## src/rtl/isaac64_pkg.sv

```systemverilog
// shared types and constants for the isaac64 generator
// depends on nothing; used by isaac64_ctrl, isaac64_dp and the top level
package isaac64_pkg;

	localparam int LOG_SIZE = 8;
	localparam int DEPTH    = 1 << LOG_SIZE;
	localparam int HALF     = DEPTH / 2;
	localparam int ADDR_W   = LOG_SIZE;
	localparam int WORD_W   = 64;
	localparam logic [WORD_W-1:0] GOLDEN = 64'h9e3779b97f4a7c13;

	typedef logic [1:0] func_t;
	localparam func_t FUNC_SEED = 2'd0;
	localparam func_t FUNC_INIT = 2'd1;
	localparam func_t FUNC_NEXT = 2'd2;

	typedef logic [7:0][WORD_W-1:0] lanes_t;

	typedef enum logic [3:0] {
		DP_NOP, DP_SEED, DP_CLR, DP_SCR, DP_ADD_RD, DP_ADD, DP_WR_MIX,
		DP_RG_START, DP_RG0, DP_RG1, DP_RG2, DP_RG3, DP_FRD, DP_FOUT
	} dp_op_t;

	typedef enum logic [3:0] {
		ST_IDLE, ST_ICLR, ST_ISCR, ST_PRD, ST_PADD, ST_PSCR, ST_PWR,
		ST_RGS, ST_RG0, ST_RG1, ST_RG2, ST_RG3, ST_FRD, ST_FOUT
	} state_t;

	typedef struct packed {
		dp_op_t            op;
		logic [ADDR_W-1:0] idx;
		logic [2:0]        line;
		logic              sel;
	} dp_cmd_t;

	typedef struct packed {
		logic out_free;
	} dp_status_t;

endpackage

```

## src/rtl/isaac64_ctrl.sv

```systemverilog
// sequencer for seeding, regeneration and fetch of the isaac64 generator
// depends on isaac64_pkg; drives isaac64_dp through command and status structs
module isaac64_ctrl (
	input  logic                    clk,
	input  logic                    arst_n,
	input  logic                    in_valid,
	input  isaac64_pkg::func_t      func,
	input  logic                    full_seed,
	input  isaac64_pkg::dp_status_t status,
	output logic                    in_ready,
	output isaac64_pkg::dp_cmd_t    cmd
);

	isaac64_pkg::state_t state_q, state_n;
	logic [isaac64_pkg::ADDR_W-1:0] idx_q, pos_q;
	logic [2:0] line_q;
	logic [1:0] cnt_q;
	logic pass_q, full_q;
	logic accept;

	assign accept = (state_q == isaac64_pkg::ST_IDLE) && in_valid;

	always_comb begin
		state_n = state_q;
		unique case (state_q)
			isaac64_pkg::ST_IDLE: begin
				if (in_valid && func == isaac64_pkg::FUNC_INIT) state_n = isaac64_pkg::ST_ICLR;
				else if (in_valid && func == isaac64_pkg::FUNC_NEXT) state_n = isaac64_pkg::ST_FRD;
			end
			isaac64_pkg::ST_ICLR: state_n = isaac64_pkg::ST_ISCR;
			isaac64_pkg::ST_ISCR: begin
				if (line_q == 3'd7 && cnt_q == 2'd3)
					state_n = full_q ? isaac64_pkg::ST_PRD : isaac64_pkg::ST_PSCR;
			end
			isaac64_pkg::ST_PRD: state_n = isaac64_pkg::ST_PADD;
			isaac64_pkg::ST_PADD: begin
				state_n = (idx_q[2:0] == 3'd7) ? isaac64_pkg::ST_PSCR : isaac64_pkg::ST_PRD;
			end
			isaac64_pkg::ST_PSCR: begin
				if (line_q == 3'd7) state_n = isaac64_pkg::ST_PWR;
			end
			isaac64_pkg::ST_PWR: begin
				if (idx_q[2:0] == 3'd7) begin
					if (idx_q == '1)
						state_n = (!pass_q && full_q) ? isaac64_pkg::ST_PRD
						                              : isaac64_pkg::ST_RGS;
					else
						state_n = full_q ? isaac64_pkg::ST_PRD : isaac64_pkg::ST_PSCR;
				end
			end
			isaac64_pkg::ST_RGS: state_n = isaac64_pkg::ST_RG0;
			isaac64_pkg::ST_RG0: state_n = isaac64_pkg::ST_RG1;
			isaac64_pkg::ST_RG1: state_n = isaac64_pkg::ST_RG2;
			isaac64_pkg::ST_RG2: state_n = isaac64_pkg::ST_RG3;
			isaac64_pkg::ST_RG3: begin
				state_n = (idx_q == '1) ? isaac64_pkg::ST_IDLE : isaac64_pkg::ST_RG0;
			end
			isaac64_pkg::ST_FRD: state_n = isaac64_pkg::ST_FOUT;
			isaac64_pkg::ST_FOUT: begin
				if (status.out_free)
					state_n = (pos_q == '1) ? isaac64_pkg::ST_RGS : isaac64_pkg::ST_IDLE;
			end
			default: state_n = isaac64_pkg::ST_IDLE;
		endcase
	end

	always_comb begin
		in_ready = 1'b0;
		cmd.op   = isaac64_pkg::DP_NOP;
		cmd.idx  = idx_q;
		cmd.line = line_q;
		cmd.sel  = pass_q;
		unique case (state_q)
			isaac64_pkg::ST_IDLE: begin
				in_ready = 1'b1;
				if (in_valid && func == isaac64_pkg::FUNC_SEED) cmd.op = isaac64_pkg::DP_SEED;
			end
			isaac64_pkg::ST_ICLR: cmd.op = isaac64_pkg::DP_CLR;
			isaac64_pkg::ST_ISCR: cmd.op = isaac64_pkg::DP_SCR;
			isaac64_pkg::ST_PRD:  cmd.op = isaac64_pkg::DP_ADD_RD;
			isaac64_pkg::ST_PADD: cmd.op = isaac64_pkg::DP_ADD;
			isaac64_pkg::ST_PSCR: cmd.op = isaac64_pkg::DP_SCR;
			isaac64_pkg::ST_PWR:  cmd.op = isaac64_pkg::DP_WR_MIX;
			isaac64_pkg::ST_RGS:  cmd.op = isaac64_pkg::DP_RG_START;
			isaac64_pkg::ST_RG0:  cmd.op = isaac64_pkg::DP_RG0;
			isaac64_pkg::ST_RG1:  cmd.op = isaac64_pkg::DP_RG1;
			isaac64_pkg::ST_RG2:  cmd.op = isaac64_pkg::DP_RG2;
			isaac64_pkg::ST_RG3:  cmd.op = isaac64_pkg::DP_RG3;
			isaac64_pkg::ST_FRD: begin
				cmd.op  = isaac64_pkg::DP_FRD;
				cmd.idx = pos_q;
			end
			isaac64_pkg::ST_FOUT: begin
				if (status.out_free) cmd.op = isaac64_pkg::DP_FOUT;
			end
			default: cmd.op = isaac64_pkg::DP_NOP;
		endcase
	end

	always_ff @(posedge clk or negedge arst_n) begin
		if (!arst_n) begin
			state_q <= isaac64_pkg::ST_IDLE;
			idx_q   <= '0;
			pos_q   <= '0;
			line_q  <= '0;
			cnt_q   <= '0;
			pass_q  <= 1'b0;
			full_q  <= 1'b0;
		end else begin
			state_q <= state_n;
			if (accept && func == isaac64_pkg::FUNC_INIT) full_q <= full_seed;
			case (state_q)
				isaac64_pkg::ST_ICLR: begin
					line_q <= '0;
					cnt_q  <= '0;
				end
				isaac64_pkg::ST_ISCR: begin
					line_q <= line_q + 3'd1;
					if (line_q == 3'd7) cnt_q <= cnt_q + 2'd1;
					if (line_q == 3'd7 && cnt_q == 2'd3) begin
						idx_q  <= '0;
						pass_q <= 1'b0;
					end
				end
				isaac64_pkg::ST_PADD: begin
					if (idx_q[2:0] == 3'd7) idx_q <= idx_q - isaac64_pkg::ADDR_W'(7);
					else idx_q <= idx_q + 1'b1;
				end
				isaac64_pkg::ST_PSCR: line_q <= line_q + 3'd1;
				isaac64_pkg::ST_PWR: begin
					idx_q <= idx_q + 1'b1;
					if (idx_q == '1 && !pass_q && full_q) pass_q <= 1'b1;
				end
				isaac64_pkg::ST_RGS: idx_q <= '0;
				isaac64_pkg::ST_RG3: begin
					idx_q <= idx_q + 1'b1;
					if (idx_q == '1) pos_q <= '0;
				end
				isaac64_pkg::ST_FOUT: begin
					if (status.out_free) pos_q <= pos_q + 1'b1;
				end
				default: ;
			endcase
		end
	end

	a_regen_end: assert property (@(posedge clk) disable iff (!arst_n)
		(state_q == isaac64_pkg::ST_RG3 && idx_q == '1) |=> state_q == isaac64_pkg::ST_IDLE)
		else $error("regeneration did not return to idle");
	a_add_after_read: assert property (@(posedge clk) disable iff (!arst_n)
		state_q == isaac64_pkg::ST_PADD |-> $past(state_q) == isaac64_pkg::ST_PRD)
		else $error("seed add without a read");
	a_init_start: assert property (@(posedge clk) disable iff (!arst_n)
		(accept && func == isaac64_pkg::FUNC_INIT) |=> state_q == isaac64_pkg::ST_ICLR)
		else $error("initialize transfer not started");

endmodule

```

## config.mk

```make
export PLATFORM = sky130hd
export DESIGN_NAME = isaac64_ctrl
export DESIGN_NICKNAME = d
export VERILOG_FILES = /design/src/rtl/isaac64_pkg.sv /design/src/rtl/isaac64_ctrl.sv
export SDC_FILE = /design/constraint.sdc
export NUM_CORES = 1
export LEC_CHECK = 0
export BUFFER_PORTS_ARGS = -buffer_cell sky130_fd_sc_hd__buf_4
export CORE_MARGIN = 3
export CORE_UTILIZATION = 50
export DETAILED_ROUTE_END_ITERATION = 16
export PLACE_DENSITY = 0.7
export SYNTH_ARGS = -nofsm -noshare
export SYNTH_HDL_FRONTEND = slang
export SYNTH_SLANG_ARGS = --single-unit
```

## constraint.sdc

```tcl
create_clock -name clk -period 4.35 [get_ports clk]
set_input_delay 0 -clock clk [delete_from_list [all_inputs] [get_ports clk]]
set_output_delay 0 -clock clk [all_outputs]
set_load 0.01 [all_outputs]
```

==> metrics.md <==
| Metric | Value |
|---|---|
| GR peak layer | met2 |
| Area delta synth->final | 9.54% |
| Initial core utilization | 0.538 |
| Die H | 72.8 microns |
| Chain of cells forming the critical path | nand4b_1 > nor3_1 > mux2_2 > mux2i_1 |
| Seq/Total Area, Yosys | 0.303 |
| Syn_nets | 283 |
| Core Util, Final | 0.589 |
| Setup ws final | 2.01 ns |
| Pre-CTS setup slack | 2.02 ns |
| Vias in the first global route | 2061 |
| Final #Nets | 294 |
| Rel. slew slack | 0.420 |
| CP max-delay cell | dfrtp_1 |
| #FFs+latches synth | 27 |
| Critical path launch point | state_q[3]$_DFFE_PN0P_ |
| Hold crit path type | primary input to asynchronous set/reset pin |
| First-pass GRT wire length | 9490 microns |
| Clock latency on the worst-skew pair | 0.27 ns |
| Async SR Flop Fraction | 1.00 |
| Tmin final | 2.34 ns |
| Data arrival, critical path | 2.51 ns |
| CTS buffer count | 3 |
| CTS Root Cell | clkbuf_8 |
| Top Ports | 24 |
| Die W | 72.8 microns |
| DR iter-0 viols | 217 |
| Slew @ Worst Pin | 0.870 ns |
| Post-synthesis cell type count | 61 |
| Critical Path Fanout Max | 31 |
| Ratio of cells with drive above 1 in the final layout | 0.164 |
| Drt pass-1 iters | 5 |
| Met1 Use GR | 0.306 |
| WS Path Type | flip-flop to flip-flop |
| Required @ worst endpoint | 4.51 ns |
| Post-Syn Instances | 270 |
| Clock sink count | 27 |
| R2r worst-path depth | 4 |
| WL per Instance | 16.8 microns |
| Worst vdd ir | 410 uV |
| Final Slew Violations | 0 |
| Fmax | 0.427 GHz |
| Max-Cap Viols | 0 |
| CTS tree | yes |
| Gr usage total | 0.223 |
| Total wire length | 5550 microns |
| Number of synthesized flops with an enable pin | 0 |
| Worst setup SP type | flip-flop |
| # diodes | 0 |
| FF-to-FF End | pos_q[4]$_DFFE_PN0P_ |
| Die area | 5300 sq um |
| Total area of sequential cells | 676 sq um |
| Area of the core | 4140 sq um |
| Pin count of the biggest net entering global routing | 32 |
| Area of the multi-input gates | 1410 sq um |
| Via count | 2230 |
| RSZ-0062 raised after global routing | no |
| Fillers | 388 |
| Hold slack | 0.170 ns |
| Final Setup Violations | 0 |
| Post-Synthesis Cell Area | 2230 sq um |
| DRC Markers | 0 |
| R2R setup slack | 2.01 ns |
| Setup TNS | 0 ns |
| Row count | 23 |
| Main synth FF type | dfrtp_1 |
| Period utilisation layout | 0.539 |
| Power per cell area | 660 nW/um^2 |
| LEAKAGE | 0.00101 uW |
| Clock Tree Buf Depth | 2 |
| Grt total ovfl | 0 |
| Clk_skew | 0.00205 ns |
| Largest stage delay on the critical path | 0.92 ns |
| Outcome | finished, final reports clean |
| Syn_area_per_cell | 8.26 sq um |
| CP endpoint kind | flip-flop |
| Met3 Use GR | 0.0248 |
| Final GP Congestion | 0.907 |
| Dpl hpwl | 3920 microns |
| Buffers on Ports | 23 |
| Yosys warnings | 0 |
| Hold Violations, Final | 0 |
| Initial antenna violation count | 0 |
| Via/cell ratio | 6.76 |
| Grt met2 use | 0.362 |
| Routed Antenna Nets | 0 |
| Clock-pin slew on the worst setup and hold paths | 0.09 ns |
| H-tree lvl count | 1 |
| Reg-to-reg critical path startpoint | state_q[3]$_DFFE_PN0P_ |
per-stage QoR:
step	std cells	cell area, sq um	power (uW)
finish	330	2440	1610
global route	330	2440	1760
CTS	330	2440	1610
detailed placement	323	2370	1460
global placement	323	2370	1450
floorplan	270	2230	1200
state kept, by name, indices dropped and copies added (netlist names):
signal / flops
idx_q: 8
pos_q: 8
state_q: 4
line_q: 3
cnt_q: 2
full_q: 1
pass_q: 1
placed cells by master, fill, tap and decap left out, types with 4 or more instances in the layout:
cell type  synthesis  layout
dfrtp_1           27      27
buf_4              1      23
nand2_1           20      20
nor2_1            19      19
o21ai_0           17      17
inv_1             13      13
nand3_1           13      13
a21oi_1           12      12
mux2_2            10      10
nor3_1            10      10
a31oi_1            7       7
o22ai_1            6       6
ha_1               6       6
a22oi_1            5       5
a211oi_1           5       5
and3_1             4       4
or2_2              4       4
nor2b_1            4       4
nand4_1            4       4
mux2i_1            4       4
o211ai_1           4       4
routing by layer:
metal | part of all wire | vias up
met1 | 0.46 | 1080
met4 | 0.019 | 0
met5 | 0 | -
met2 | 0.45 | 97
li1 | - | 1041
met3 | 0.071 | 12
cells in the mapped netlist, drive strengths merged, types with 3 or more instances:
cell,n,share of area
nand2b,3,0.0084
nand4,4,0.011
dfrtp,27,0.30
a221oi,3,0.012
inv,13,0.022
clkbuf,8,0.013
mux2,10,0.051
ha,6,0.034
a31oi,7,0.020
or3,3,0.0084
a21oi,12,0.027
a21boi,3,0.010
a211oi,5,0.017
a31o,3,0.012
and3,4,0.011
buf,12,0.030
nand2,20,0.034
a22oi,5,0.017
o211ai,5,0.019
or2,4,0.011
mux2i,4,0.018
nor2b,4,0.011
o21ai,17,0.038
nand3,13,0.029
and2,3,0.0084
nor2,19,0.032
nor3,10,0.022
o22ai,6,0.017
worst max-delay path by stage:
stage	slack (ns)	cells past startpoint	to
global route	1.78	4	pos_q[4]$_DFFE_PN0P_
detailed placement	2.02	4	pos_q[4]$_DFFE_PN0P_
CTS	2.01	4	pos_q[4]$_DFFE_PN0P_
floorplan	2.53	6	state_q[1]$_DFFE_PN0P_
finish	2.01	4	pos_q[4]$_DFFE_PN0P_
global placement	2.07	4	pos_q[4]$_DFFE_PN0P_
worst max-delay path, delay by kind of cell, from the launching register on:
family / cells / cell delay [ns]
DFF: 1 / 0.92
and+or+nand+nor: 2 / 1.01
muxes: 2 / 0.30
logic make-up (layout without fill, tap and decap cells):
group / after synthesis / in the layout / share of synthesized area
simple gates: 101 / 101 / 0.241
compound gates: 86 / 86 / 0.277
buf+inv: 33 / 43 / 0.0657
flops: 27 / 27 / 0.303
mux: 14 / 14 / 0.0685
fa+ha+maj: 6 / 6 / 0.0337
xor+xnor: 3 / 3 / 0.0118
layout make-up:
type                       count  area share
multi-input combinational    210       0.576
sequential                    27       0.277
timing repair buffer          26      0.0830
tap                           50      0.0256
inverter                      13      0.0200
clock buffer                   4      0.0184
timing repair:
| action | CTS | global route |
|---|---|---|
| endpoints found under the hold margin | 29 | 0 |
| resized for setup | 0 | 0 |
| hold buffers | 3 | 0 |
| setup buffers | 0 | 0 |
power by group:
part           switching [uW]  internal, uW  leakage (uW)
registers                 228           336      0.000352
logic                     457           445      0.000633
clock network            81.1          65.8     0.0000228
(Power assumes the default switching activity.)
